`config.mk`:
```
export PLATFORM = sky130hd
export DESIGN_NAME = serial_packet_deframer
export DESIGN_NICKNAME = d
export VERILOG_FILES = /design/src/rtl/spd_pkg.sv /design/src/rtl/serial_packet_deframer.sv
export SDC_FILE = /design/constraint.sdc
export NUM_CORES = 1
export LEC_CHECK = 0
export BUFFER_PORTS_ARGS = -buffer_cell sky130_fd_sc_hd__buf_2
export CELL_PAD_IN_SITES_DETAIL_PLACEMENT = 0
export CELL_PAD_IN_SITES_GLOBAL_PLACEMENT = 2
export CORE_MARGIN = 4
export CORE_UTILIZATION = 35
export DETAILED_ROUTE_END_ITERATION = 12
export GPL_TIMING_DRIVEN = 0
export PLACE_DENSITY_LB_ADDON = 0.1
export SYNTH_ARGS = -nofsm -noshare
export SYNTH_HDL_FRONTEND = slang
export SYNTH_SLANG_ARGS = --single-unit
```
`constraint.sdc`:
```
create_clock -name aclk -period 5.2 [get_ports aclk]
set_input_delay 1.04 -clock aclk [delete_from_list [all_inputs] [get_ports aclk]]
set_output_delay 1.04 -clock aclk [all_outputs]
set_load 0.005 [all_outputs]
```
`src/rtl/spd_pkg.sv`:
```
// Package for the serial packet deframer: parse phases, status codes and byte constants.
`default_nettype none

package spd_pkg;

    // Frame parse phases, one per field of the frame.
    typedef enum logic [3:0] {
        PH_SYNC1   = 4'd0,
        PH_SYNC2   = 4'd1,
        PH_LEN_LO  = 4'd2,
        PH_LEN_HI  = 4'd3,
        PH_LEN_CHK = 4'd4,
        PH_INST    = 4'd5,
        PH_DEV_ID  = 4'd6,
        PH_PAYLOAD = 4'd7,
        PH_CSUM    = 4'd8
    } phase_t;

    // Per-word frame status codes.
    localparam logic [1:0] ST_BUSY    = 2'd0;
    localparam logic [1:0] ST_OK      = 2'd1;
    localparam logic [1:0] ST_LEN_ERR = 2'd2;
    localparam logic [1:0] ST_SUM_ERR = 2'd3;

    localparam logic [7:0] SYNC_BYTE = 8'hFF;

endpackage : spd_pkg

`default_nettype wire

```
`src/rtl/serial_packet_deframer.sv`:
```
// Serial packet deframer top level: parses sync, length, header, payload and checksum words.
// The status word of an accepted input word appears on the m_ channel in the next cycle.
// Throughput: one word per cycle while m_ready is not held low; the frame parser updates
// its phase and 8-bit running sum for each accepted word, and the output register is refilled as it drains.
// Reset: synchronous, active-low aresetn returns the parser to hunting the first sync
// word, clears the held header fields and empties the output register.
`default_nettype none

module serial_packet_deframer (
    input  wire logic        aclk,
    input  wire logic        aresetn,

    input  wire logic        s_valid,
    output logic             s_ready,
    input  wire logic [7:0]  s_rx_byte,

    output logic             m_valid,
    input  wire logic        m_ready,
    output logic [1:0]       m_frame_status,
    output logic             m_payload_valid,
    output logic [7:0]       m_payload_byte,
    output logic             m_payload_last,
    output logic [7:0]       m_frame_inst,
    output logic [7:0]       m_frame_dev_id,
    output logic [15:0]      m_frame_length
);

    // Parser state. The header fields are held from the moment they arrive until the
    // frame completes, so that they can be reported alongside the accepted status.
    spd_pkg::phase_t phase_reg, phase_next;
    logic [7:0]      length_low_reg, length_low_next;
    logic [15:0]     payload_length_reg, payload_length_next;
    logic [7:0]      held_inst_reg, held_inst_next;
    logic [7:0]      held_dev_id_reg, held_dev_id_next;
    logic [15:0]     bytes_seen_reg, bytes_seen_next;
    logic [7:0]      running_sum_reg, running_sum_next;

    // Output register contents.
    logic            m_valid_reg;
    logic [1:0]      status_reg, status_next;
    logic            pv_reg, pv_next;
    logic [7:0]      pb_reg, pb_next;
    logic            plast_reg, plast_next;
    logic [7:0]      inst_reg, inst_next;
    logic [7:0]      dev_id_reg, dev_id_next;
    logic [15:0]     length_reg, length_next;

    logic            accept_in;
    logic            frame_ok;
    logic [7:0]      len_sum;
    logic [7:0]      sum_after;
    logic [15:0]     seen_after;

    // The output register accepts a new word whenever it is empty or being drained in
    // the same cycle, so a stalled result never blocks the word arriving behind it
    // for longer than the downstream stall itself.
    assign s_ready   = !m_valid_reg || m_ready;
    assign accept_in = s_valid && s_ready;

    // The length check word is the one's complement of the low byte of the sum of the
    // two length words; likewise the payload checksum against the running sum.
    assign len_sum    = payload_length_reg[7:0] + payload_length_reg[15:8];
    assign sum_after  = running_sum_reg + s_rx_byte;
    assign seen_after = bytes_seen_reg + 16'd1;

    always_comb begin
        phase_next          = phase_reg;
        length_low_next     = length_low_reg;
        payload_length_next = payload_length_reg;
        held_inst_next      = held_inst_reg;
        held_dev_id_next    = held_dev_id_reg;
        bytes_seen_next     = bytes_seen_reg;
        running_sum_next    = running_sum_reg;
        status_next         = spd_pkg::ST_BUSY;
        pv_next             = 1'b0;
        pb_next             = 8'd0;
        plast_next          = 1'b0;
        frame_ok            = 1'b0;

        unique case (phase_reg)
            spd_pkg::PH_SYNC2: begin
                phase_next = (s_rx_byte == spd_pkg::SYNC_BYTE) ? spd_pkg::PH_LEN_LO
                                                                : spd_pkg::PH_SYNC1;
            end
            spd_pkg::PH_LEN_LO: begin
                length_low_next = s_rx_byte;
                phase_next      = spd_pkg::PH_LEN_HI;
            end
            spd_pkg::PH_LEN_HI: begin
                payload_length_next = {s_rx_byte, length_low_reg};
                phase_next          = spd_pkg::PH_LEN_CHK;
            end
            spd_pkg::PH_LEN_CHK: begin
                if (s_rx_byte == ~len_sum) begin
                    phase_next = spd_pkg::PH_INST;
                end else begin
                    phase_next  = spd_pkg::PH_SYNC1;
                    status_next = spd_pkg::ST_LEN_ERR;
                end
            end
            spd_pkg::PH_INST: begin
                held_inst_next = s_rx_byte;
                phase_next     = spd_pkg::PH_DEV_ID;
            end
            spd_pkg::PH_DEV_ID: begin
                held_dev_id_next = s_rx_byte;
                bytes_seen_next  = 16'd0;
                running_sum_next = 8'd0;
                // A zero-length frame carries no checksum word and completes here.
                if (payload_length_reg != 16'd0) begin
                    phase_next = spd_pkg::PH_PAYLOAD;
                end else begin
                    phase_next = spd_pkg::PH_SYNC1;
                    frame_ok   = 1'b1;
                end
            end
            spd_pkg::PH_PAYLOAD: begin
                running_sum_next = sum_after;
                bytes_seen_next  = seen_after;
                pv_next          = 1'b1;
                pb_next          = s_rx_byte;
                if (seen_after >= payload_length_reg) begin
                    plast_next = 1'b1;
                    phase_next = spd_pkg::PH_CSUM;
                end
            end
            spd_pkg::PH_CSUM: begin
                if (s_rx_byte == ~running_sum_reg) begin
                    frame_ok = 1'b1;
                end else begin
                    status_next = spd_pkg::ST_SUM_ERR;
                end
                phase_next      = spd_pkg::PH_SYNC1;
                bytes_seen_next = 16'd0;
            end
            default: begin
                // Hunting the first sync word; unused phase codes behave the same way.
                phase_next = (s_rx_byte == spd_pkg::SYNC_BYTE) ? spd_pkg::PH_SYNC2
                                                                : spd_pkg::PH_SYNC1;
            end
        endcase

        // Header fields are reported only with an accepted frame, and read as zero
        // otherwise.
        if (frame_ok) begin
            status_next = spd_pkg::ST_OK;
            inst_next   = held_inst_reg;
            dev_id_next = held_dev_id_next;
            length_next = payload_length_reg;
        end else begin
            inst_next   = 8'd0;
            dev_id_next = 8'd0;
            length_next = 16'd0;
        end
    end

    always_ff @(posedge aclk) begin
        if (!aresetn) begin
            phase_reg          <= spd_pkg::PH_SYNC1;
            length_low_reg     <= 8'd0;
            payload_length_reg <= 16'd0;
            held_inst_reg      <= 8'd0;
            held_dev_id_reg    <= 8'd0;
            bytes_seen_reg     <= 16'd0;
            running_sum_reg    <= 8'd0;
            m_valid_reg        <= 1'b0;
        end else begin
            if (accept_in) begin
                phase_reg          <= phase_next;
                length_low_reg     <= length_low_next;
                payload_length_reg <= payload_length_next;
                held_inst_reg      <= held_inst_next;
                held_dev_id_reg    <= held_dev_id_next;
                bytes_seen_reg     <= bytes_seen_next;
                running_sum_reg    <= running_sum_next;
                m_valid_reg        <= 1'b1;
            end else if (m_ready) begin
                m_valid_reg <= 1'b0;
            end
        end
    end

    // Result payload registers need no reset; they are qualified by m_valid.
    always_ff @(posedge aclk) begin
        if (accept_in) begin
            status_reg <= status_next;
            pv_reg     <= pv_next;
            pb_reg     <= pb_next;
            plast_reg  <= plast_next;
            inst_reg   <= inst_next;
            dev_id_reg <= dev_id_next;
            length_reg <= length_next;
        end
    end

    assign m_valid         = m_valid_reg;
    assign m_frame_status  = status_reg;
    assign m_payload_valid = pv_reg;
    assign m_payload_byte  = pb_reg;
    assign m_payload_last  = plast_reg;
    assign m_frame_inst    = inst_reg;
    assign m_frame_dev_id  = dev_id_reg;
    assign m_frame_length  = length_reg;

endmodule : serial_packet_deframer

`default_nettype wire

```
==> metrics.yaml, run 1 <==
finish:
  nets: 768
  antennaDiodeCount: 0
  fin_util_pct: 42.4
  multi_input_area_mm2: 0.00313
  final_cells: 961
  fin_area_mm2: 0.00731
  area.growth.synth_to_final_pct: 19.4
  fillCellCount: 1692
  final_layout_size_suffix_gt1_share_pct: 17.1
  register_area_mm2: 0.00270
yosys:
  synth_area_leaders: "dfxtp_1 (23%), edfxtp_1 (22%), ha_1 (6.3%)"
  synth-async-reset-ratio_pct: 0
  synth_seq_area_share_pct: 44.1
  ys_types: 58
  yosysMostFrequentCell: "nand2_1"
  synth_fp_nets: 692
  synthesis.area_mm2: 0.00612
  ys_ff_latch: 113
  synth_ff_type: "dfxtp_1"
  synth_warnings: 0
  synth_top_area_share_pct: 22.6
  synth_top_area_cell: "dfxtp_1"
  yosys-top-cells-count: "nand2_1 (73), dfxtp_1 (69), edfxtp_1 (44)"
  synth-edff-count: 44
  synth_cells: 647
  syn_avg_cell_area_um2: 9.46
floorplanning:
  die_y_um: 140
  core_mm2: 0.0172
  row_count: 48
  start_util_pct: 35.5
  ios: 58
  dieWidth_um: 140
  die_area_mm2: 0.0197
detailed_routing:
  vias: 4842
  drt_iter0_drc: 195
  wirelength_mm: 16.6
  ant_nets: 0
  vias_per_cell: 5.04
  drc: 0
  wl_per_cell_um: 17.3
  firstDrtPassIters: 4
sta:
  rsz0062_at_grt: "no"
  holdWs_ns: 0.462
  final.min_clock_period_ns: 3.99
  fmax_mhz: 251
  fin_ws_ns: 1.21
  final.setup.tns_ns: 0
  worst_slew_margin_rel_pct: 29.3
  setup_viol: 0
  fin_crit_sh_pct: 76.6
  slew_viol_final: 0
  fin_skew_ns: 0.00954
  max_slew.worst_pin.slew_ns: 1.03
  hold_violations: 0
clocking:
  cts_setup_buffers: 0
  cts_tree: "done"
  hold_buffers: 0
  cts_sinks: 113
  cts.repair.resized: 0
  cts_buffer_depth: 2
  cts_buffers: 17
  htreeDepth: 4
  ctsRootBufferMaster: "clkbuf_16"
  clkTransAtPathRegs_ns: 0.05
  clk-insertion-delay-late_ns: 0.41
setup_path:
  cp.required_ns: 5.54
  worstSetupPathType: "flip-flop to flip-flop"
  end_kind: "flip-flop"
  worst-path-max-fanout: 6
  worstSetupStartpointType: "flip-flop"
  startpoint: "bytes_seen_reg[0]$_SDFFE_PN0P_"
  rr_endpoint: "phase_reg[2]$_SDFFE_PN0P_"
  crit_arrival_ns: 4.32
  cp-endpoint: "phase_reg[2]$_SDFFE_PN0P_"
  r2r_start: "bytes_seen_reg[0]$_SDFFE_PN0P_"
  rrSetupSlack_ns: 1.21
  r2r_cells: 13
grt:
  track_usage_pct: 17.4
  grt_pass1_vias: 4717
  antenna_found_initial: 0
  grt_max_degree: 46
  grt_pass1_wl_mm: 26.1
  grt-ovfl-total: 0
run:
  maxCapViolCount: 0
worst_hold_path:
  min_path_type: "flip-flop to flip-flop"
power_and_ir_drop:
  peakVddDrop_uv: 242
  power.density_mw_per_mm2: 309
  p_total_mw: 2.26
  p_leak_nw: 2.89
placement:
  hpwlAfterDp_mm: 12.6
  port_buffers: 56
  placed_area_mm2: 0.00671
  place_ws_ns: 1.21
  gp_congestion: 0.831
  dp.cells: 929
run_status:
  outcome: "complete, no violations"
==> cell usage in the layout, fill, tap and decap left out, types with 10 or more instances in the layout <==
master / Yosys / routed
inv_1: 27 / 27
xnor2_1: 17 / 17
nand3_1: 17 / 17
ha_1: 31 / 31
nor2b_1: 34 / 34
buf_2: 9 / 66
a21boi_0: 27 / 27
and2_1: 19 / 19
edfxtp_1: 44 / 44
clkbuf_1: 23 / 25
nor2_1: 34 / 34
mux2i_1: 19 / 19
a21oi_1: 21 / 21
nand2_1: 73 / 73
a22oi_1: 10 / 10
clkbuf_16: 0 / 20
dfxtp_1: 69 / 69
xor2_1: 16 / 16
o21ai_0: 33 / 33
==> worst min-delay path by stage <==
stage,from,slack [ns],cells past startpoint,end
2_1_floorplan,length_low_reg[0]$_SDFFE_PN0P_,0.44,2,payload_length_reg[0]$_SDFFE_PN0P_
3_3_place_gp,length_low_reg[0]$_SDFFE_PN0P_,0.45,2,payload_length_reg[0]$_SDFFE_PN0P_
3_5_place_dp,held_dev_id_reg[6]$_SDFFE_PN0P_,0.46,2,held_dev_id_reg[6]$_SDFFE_PN0P_
4_1_cts,held_dev_id_reg[6]$_SDFFE_PN0P_,0.46,2,held_dev_id_reg[6]$_SDFFE_PN0P_
5_1_grt,length_low_reg[1]$_SDFFE_PN0P_,0.48,2,payload_length_reg[1]$_SDFFE_PN0P_
6_report,held_dev_id_reg[6]$_SDFFE_PN0P_,0.46,2,held_dev_id_reg[6]$_SDFFE_PN0P_
==> final cells by class <==
| class | count | area share, % |
|---|---|---|
| multi-input cells | 468 | 42.8 |
| flip-flops and latches | 113 | 37.0 |
| clock buffers | 24 | 7.33 |
| repair buffers | 57 | 4.11 |
| well taps | 225 | 3.85 |
| plain buffers | 39 | 2.59 |
| inverters | 27 | 1.39 |
| clock inverters | 8 | 0.924 |
==> kinds of logic after synthesis <==
group           count (synthesis)  share of synthesized area (%)
simple gates                  249                           21.7
flops                         113                           44.1
xor+xnor                       33                           4.72
fa+ha+maj                      33                           6.99
buf+inv                        66                           4.72
compound gates                134                           14.6
mux                            19                           3.11
==> worst max-delay path, stage by stage, from the launching register on <==
cell and delay [ns]:
dfxtp_1 0.44, ha_1 0.28, nand3_1 0.17, nor2_2 0.25
and3_1 0.27, nand3_1 0.14, xnor2_1 0.27, ha_1 0.30
o21ai_0 0.14, o21ai_0 0.15, a2111oi_0 0.90, nor2_1 0.16
o21a_1 0.27, a31oi_1 0.15
==> layer usage <==
| metal | vias up | GRT usage, % | share of wire (%) |
|---|---|---|---|
| met5 | - | 0 | 0 |
| met4 | 0 | 7.45 | 2.6 |
| met3 | 27 | 3.48 | 4.2 |
| met2 | 98 | 27.1 | 45 |
| met1 | 2279 | 23.6 | 48 |
| li1 | 2438 | - | - |
==> power by group <==
part | leakage, nW | switching [mW] | internal, mW
Clock | 0.306 | 0.408 | 0.764
Sequential | 1.00 | 0.00605 | 0.941
Combinational | 1.58 | 0.0872 | 0.0507
No activity file was read; power rests on OpenSTA's default activity.
==> inputs of run 2 (changes only) <==
Clock period 5.2 ns to 4.05 ns, I/O delays scaled along.
==> run 2 against run 1 <==
Net effect: combinational power is 28% higher; clock skew hardly changed; cell count stayed put; sequential power is 29% higher; critical path depth stayed put; utilization hardly changed; wire length hardly changed; clock power is 29% higher; via count is 0.25% lower; non-clock buffer count stayed put; hold slack hardly changed; critical path type unchanged; critical endpoint unchanged; largest power group unchanged; highest routed layer unchanged.
==> metrics.yaml, run 2 (synthesis results as in run 1) <==
clocking:
  clk-insertion-delay-late_ns: 0.41  # about the same
  cts_tree: "done"
  cts_buffers: 17  # unchanged
  hold_buffers: 0  # unchanged
  cts_buffer_depth: 2  # unchanged
  cts_sinks: 113  # unchanged
  ctsRootBufferMaster: "clkbuf_16"
  clkTransAtPathRegs_ns: 0.05  # about the same
  htreeDepth: 4  # unchanged
placement:
  gp_congestion: 0.831  # unchanged
  hpwlAfterDp_mm: 12.6  # unchanged
  dp.cells: 929  # unchanged
  port_buffers: 56  # unchanged
floorplanning:
  die_area_mm2: 0.0197  # unchanged
  core_mm2: 0.0172  # unchanged
  start_util_pct: 35.5  # unchanged
  ios: 58  # unchanged
  row_count: 48  # unchanged
  dieWidth_um: 140  # unchanged
  die_y_um: 140  # unchanged
finish:
  final_cell_mix: "nand2_1 (73), dfxtp_1 (69), buf_2 (66)"
  nets: 768  # unchanged
  final_cells: 961  # unchanged
  antennaDiodeCount: 0  # unchanged
  area.growth.synth_to_final_pct: 19.5  # about the same
  final_layout_size_suffix_gt1_share_pct: 17.3  # +0.14 points
  mostFrequentLayoutCell: "nand2_1"
power_and_ir_drop:
  peakVddDrop_uv: 311  # +29%
  p_total_mw: 2.90  # +28%
  p_leak_nw: 2.89  # about the same
  power.density_mw_per_mm2: 396  # +28%
sta:
  rsz0062_at_grt: "no"
  final.setup.tns_ns: 0  # unchanged
  fin_skew_ns: 0.00954  # +0.00000194 ns
  fmax_mhz: 281  # +12%
  hold_violations: 0  # unchanged
  worst_slew_margin_rel_pct: 47.8  # +19 points
  final.min_clock_period_ns: 3.56  # -0.428 ns
  setup_viol: 0  # unchanged
  slew_viol_final: 0  # unchanged
  max_slew.worst_pin.slew_ns: 0.775  # -0.259 ns
  holdWs_ns: 0.462  # -0.0000160 ns
  fin_crit_sh_pct: 87.8  # +11 points
grt:
  grt_max_degree: 46  # unchanged
  antenna_found_initial: 0  # unchanged
  grt_pass1_wl_mm: 26.1  # unchanged
  grt-ovfl-total: 0  # unchanged
  grt_pass1_vias: 4717  # unchanged
  track_usage_pct: 17.4  # unchanged
setup_path:
  startpoint: "bytes_seen_reg[0]$_SDFFE_PN0P_"
  path_depth: 13  # unchanged
  end_kind: "flip-flop"
  crit_slowest_cell: "a2111oi_2"
  r2r_start: "bytes_seen_reg[0]$_SDFFE_PN0P_"
  worst-path-max-fanout: 6  # unchanged
  worstSetupStartpointType: "flip-flop"
  path_cells: "ha_1 > nand3_1 > nor2_2 > and3_1 > nand3_1 > xnor2_1 > ha_1 > o21ai_0 > o21ai_0 > a2111oi_2 > nor2_1 > o21a_1 > a31oi_1"
  crit_arrival_ns: 3.89  # -0.43 ns
  crit_buf_inv: 0  # unchanged
  cp.required_ns: 4.39  # -1.15 ns
  cpLargestDelayFamily: "compound AO/OA/AOI/OAI gates"
  max_stage_delay_ns: 0.51  # -0.39 ns
  worstSetupPathType: "flip-flop to flip-flop"
  r2r_cells: 13  # unchanged
worst_hold_path:
  min_path_type: "flip-flop to flip-flop"
  min_from: "held_dev_id_reg[6]$_SDFFE_PN0P_"
  hold_depth: 2  # unchanged
detailed_routing:
  ant_nets: 0  # unchanged
  vias_per_cell: 5.03  # -0.25%
  vias: 4830  # -0.25%
  drt_iter0_drc: 196  # +0.51%
  wl_per_cell_um: 17.3  # about the same
  drc: 0  # unchanged
  wirelength_mm: 16.6  # about the same
  firstDrtPassIters: 4  # unchanged
run_status:
  outcome: "complete, no violations"
run:
  maxCapViolCount: 0  # unchanged
## run 2: cell counts in the layout (fill, tap and decap cells not counted)
Identical to the previous run, type by type.
## run 2: report_power, final
part | total (mW) | switching (mW) | leakage [nW] | internal, mW
clock | 1.51 | 0.524 | 0.306 | 0.981
combinational | 0.177 | 0.112 | 1.58 | 0.0651
sequential | 1.22 | 0.00776 | 1.00 | 1.21
total | 2.90 | 0.644 | 2.89 | 2.25
## run 2: repair_timing
item                       CTS  global route
setup endpoints to repair    0             5
buffers inserted             0             0
gates resized for setup      0             2
## run 2: routing by layer
layer  up-vias  share of wire [%]  global-route usage, %
met3        27                4.4                   3.48
met4         0                2.6                   7.45
met5         -                  0                      0
li1       2438                  -                      -
met1      2271                 48                   23.6
met2        94                 45                   27.1
## run 2: area by class of cell
class	instances	area, µm²
Inverter	27	101
Tap cell	225	282
Multi-Input combinational cell	468	3140
Clock inverter	8	67.6
Clock buffer	24	536
Timing Repair Buffer	57	300
Sequential cell	113	2700
Fill cell	1692	9920
Buffer	39	189
## run 2: path summary, 6_finish.rpt
path                                                   endpoint  slack [ns]
worst max-delay path                  phase_reg[2]$_SDFFE_PN0P_        0.49
worst min-delay path            held_dev_id_reg[6]$_SDFFE_PN0P_        0.46
worst max register to register        phase_reg[2]$_SDFFE_PN0P_        0.49
worst min register to register  held_dev_id_reg[6]$_SDFFE_PN0P_        0.46
## run 2: per-stage QoR
step	instance area, µm²	setup WS (ns)	util, %
final	7310	0.493	42.4
after global routing	7310	0.196	42.4
after CTS	7310	0.0326	42.4
after detailed placement	6710	0.0574	38.9
after global placement	6680	-0.119	38.8
after floorplan	6120	0.861	-
## run 2: tightest hold or removal path, stage by stage, from the launching register on
cell,delay (ns)
dfxtp_1,0.30
nand2_1,0.05
a21boi_0,0.06
==> inputs of run 3 (changes only) <==
Settings changed: RECOVER_POWER set to 50, TNS_END_PERCENT set to 50.
==> run 3 against run 2 <==
Net effect: clock skew barely moved; critical endpoint unchanged; setup slack worse by 0.026 ns; fmax fell by 0.73%; via count is essentially flat; die area unchanged; first-iteration DRC count is 8.7% higher; global-route usage did not move; cell count stayed put; non-clock buffer count is the same.
==> metrics.yaml, run 3 (synthesis results as in run 1) <==
grt:
  grt-ovfl-total: 0  # unchanged
  grt_pass1_vias: 4717  # unchanged
  track_usage_pct: 17.4  # unchanged
  antenna_found_initial: 0  # unchanged
  grt_pass1_wl_mm: 26.1  # unchanged
  grt_max_degree: 46  # unchanged
clocking:
  clk-insertion-delay-late_ns: 0.42  # about the same
  cts_tree: "done"
  ctsRootBufferMaster: "clkbuf_16"
  cts_buffer_depth: 2  # unchanged
  clkTransAtPathRegs_ns: 0.05  # about the same
  cts_buffers: 17  # unchanged
  cts_sinks: 113  # unchanged
  hold_buffers: 0  # unchanged
  htreeDepth: 4  # unchanged
floorplanning:
  ios: 58  # unchanged
  dieWidth_um: 140  # unchanged
  start_util_pct: 35.5  # unchanged
  row_count: 48  # unchanged
  core_mm2: 0.0172  # unchanged
  die_y_um: 140  # unchanged
  die_area_mm2: 0.0197  # unchanged
detailed_routing:
  wirelength_mm: 16.7  # +0.41%
  firstDrtPassIters: 4  # unchanged
  drc: 0  # unchanged
  vias: 4829  # -0.021%
  vias_per_cell: 5.02  # about the same
  wl_per_cell_um: 17.3  # +0.41%
  ant_nets: 0  # unchanged
  drt_iter0_drc: 213  # +8.7%
worst_hold_path:
  hold_depth: 2  # unchanged
  min_from: "held_dev_id_reg[6]$_SDFFE_PN0P_"
  min_path_type: "flip-flop to flip-flop"
  min_to: "held_dev_id_reg[6]$_SDFFE_PN0P_"
sta:
  final.min_clock_period_ns: 3.58  # +0.0263 ns
  rsz0062_at_grt: "no"
  slew_viol_final: 0  # unchanged
  fin_skew_ns: 0.00923  # -0.000312 ns
  worst_slew_margin_rel_pct: 29.4  # -18 points
  setup_viol: 0  # unchanged
  max_slew.worst_pin.slew_ns: 1.06  # +0.283 ns
  fin_crit_sh_pct: 88.5  # +0.65 points
  holdWs_ns: 0.462  # +0.000303 ns
  fmax_mhz: 279  # -0.73%
  hold_violations: 0  # unchanged
power_and_ir_drop:
  p_leak_nw: 2.79  # -3.3%
  p_sw_share_pct: 22.3  # +0.044 points
  p_int_mw: 2.25  # -0.22%
  peakVddDrop_uv: 313  # +0.59%
  combPwrFrac_pct: 5.9  # -0.2 points
  power_frac_seq_pct: 42.1  # about the same
  power.density_mw_per_mm2: 399  # +0.59%
  pwr-share-clk_pct: 52.0  # about the same
  net-switching-power_uw: 644  # about the same
finish:
  area.growth.synth_to_final_pct: 18.6
  fin_util_pct: 42.1  # -0.32 points
  antennaDiodeCount: 0  # unchanged
  mostFrequentLayoutCell: "nand2_1"
  final_cell_mix: "nand2_1 (73), dfxtp_1 (69), clkbuf_1 (54)"
  fillCellCount: 1711  # +1.1%
  final_layout_size_suffix_gt1_share_pct: 13.2  # -4.1 points
  nets: 768  # unchanged
setup_path:
  rrSetupSlack_ns: 0.47  # -0.03 ns
  end_kind: "flip-flop"
  crit_arrival_ns: 3.92  # +0.03 ns
  worstSetupStartpointType: "flip-flop"
  rr_endpoint: "phase_reg[2]$_SDFFE_PN0P_"
  r2r_start: "bytes_seen_reg[0]$_SDFFE_PN0P_"
  cp.required_ns: 4.39  # about the same
  worstSetupPathType: "flip-flop to flip-flop"
  startpoint: "bytes_seen_reg[0]$_SDFFE_PN0P_"
  r2r_cells: 13  # unchanged
  worst-path-max-fanout: 6  # unchanged
placement:
  gp_congestion: 0.831  # unchanged
  hpwlAfterDp_mm: 12.6  # unchanged
  port_buffers: 56  # unchanged
run_status:
  outcome: "complete, no violations"
run:
  maxCapViolCount: 0  # unchanged
## run 3: through the flow
stage / setup TNS, ns / instance area (µm²) / total power, mW / instances / setup slack, ns
after floorplan: 0 / 6120 / 1.35 / 647 / 0.861
after global placement: -3.29 / 6680 / 1.42 / 928 / -0.119
after detailed placement: 0 / 6710 / 1.42 / 929 / 0.0574
after CTS: 0 / 7310 / 2.93 / 961 / 0.0326
after global routing: 0 / 7260 / 3.01 / 961 / 0.196
final: 0 / 7260 / 2.89 / 961 / 0.467
## run 3: power groups by stage
stage	registers [mW]	clock network [mW]	logic, mW
2_1_floorplan	1.24	0	0.102
3_3_place_gp	1.24	0	0.176
3_5_place_dp	1.24	0	0.180
4_1_cts	1.22	1.54	0.180
5_1_grt	1.22	1.60	0.189
6_report	1.22	1.51	0.170
## run 3: how the worst max path moves through the flow
| stage | to | cells after the start |
|---|---|---|
| floorplan | phase_reg[2]$_SDFFE_PN0P_ | 7 |
| detailed placement | phase_reg[2]$_SDFFE_PN0P_ | 13 |
| global placement | phase_reg[2]$_SDFFE_PN0P_ | 8 |
| global route | phase_reg[1]$_SDFFE_PN0P_ | 13 |
| finish | phase_reg[2]$_SDFFE_PN0P_ | 13 |
| CTS | phase_reg[2]$_SDFFE_PN0P_ | 13 |
## run 3: timing repair
action | in CTS | in global routing
setup endpoints to repair | 0 | 5
resized for setup | 0 | 2
hold endpoints to repair | 0 | 0
buffers inserted | 0 | 0
## run 3: final cells by class
cell class | count | area, µm² | share of cell area, %
Clock inverter | 8 | 67.6 | 0.931
Tap cell | 225 | 282 | 3.88
Inverter | 27 | 101 | 1.40
Timing Repair Buffer | 57 | 254 | 3.50
Sequential cell | 113 | 2700 | 37.2
Multi-Input combinational cell | 468 | 3130 | 43.1
Clock buffer | 24 | 536 | 7.38
Buffer | 39 | 185 | 2.55
## run 3: routing by layer
| metal | track usage, % | vias up | share of wire (%) |
|---|---|---|---|
| met1 | 23.6 | 2266 | 48 |
| met5 | 0 | - | 0 |
| li1 | - | 2434 | - |
| met4 | 7.45 | 0 | 2.5 |
| met2 | 27.1 | 100 | 45 |
| met3 | 3.48 | 29 | 4.3 |
## run 3: worst max-delay path, cell delays in order, from the launching register on
cell,delay [ns]
dfxtp_1,0.44
ha_1,0.28
nand3_1,0.17
nor2_2,0.25
and3_1,0.27
nand3_1,0.14
xnor2_1,0.27
ha_1,0.30
o21ai_0,0.14
o21ai_0,0.17
a2111oi_2,0.54
nor2_1,0.14
o21a_1,0.24
a31oi_1,0.15
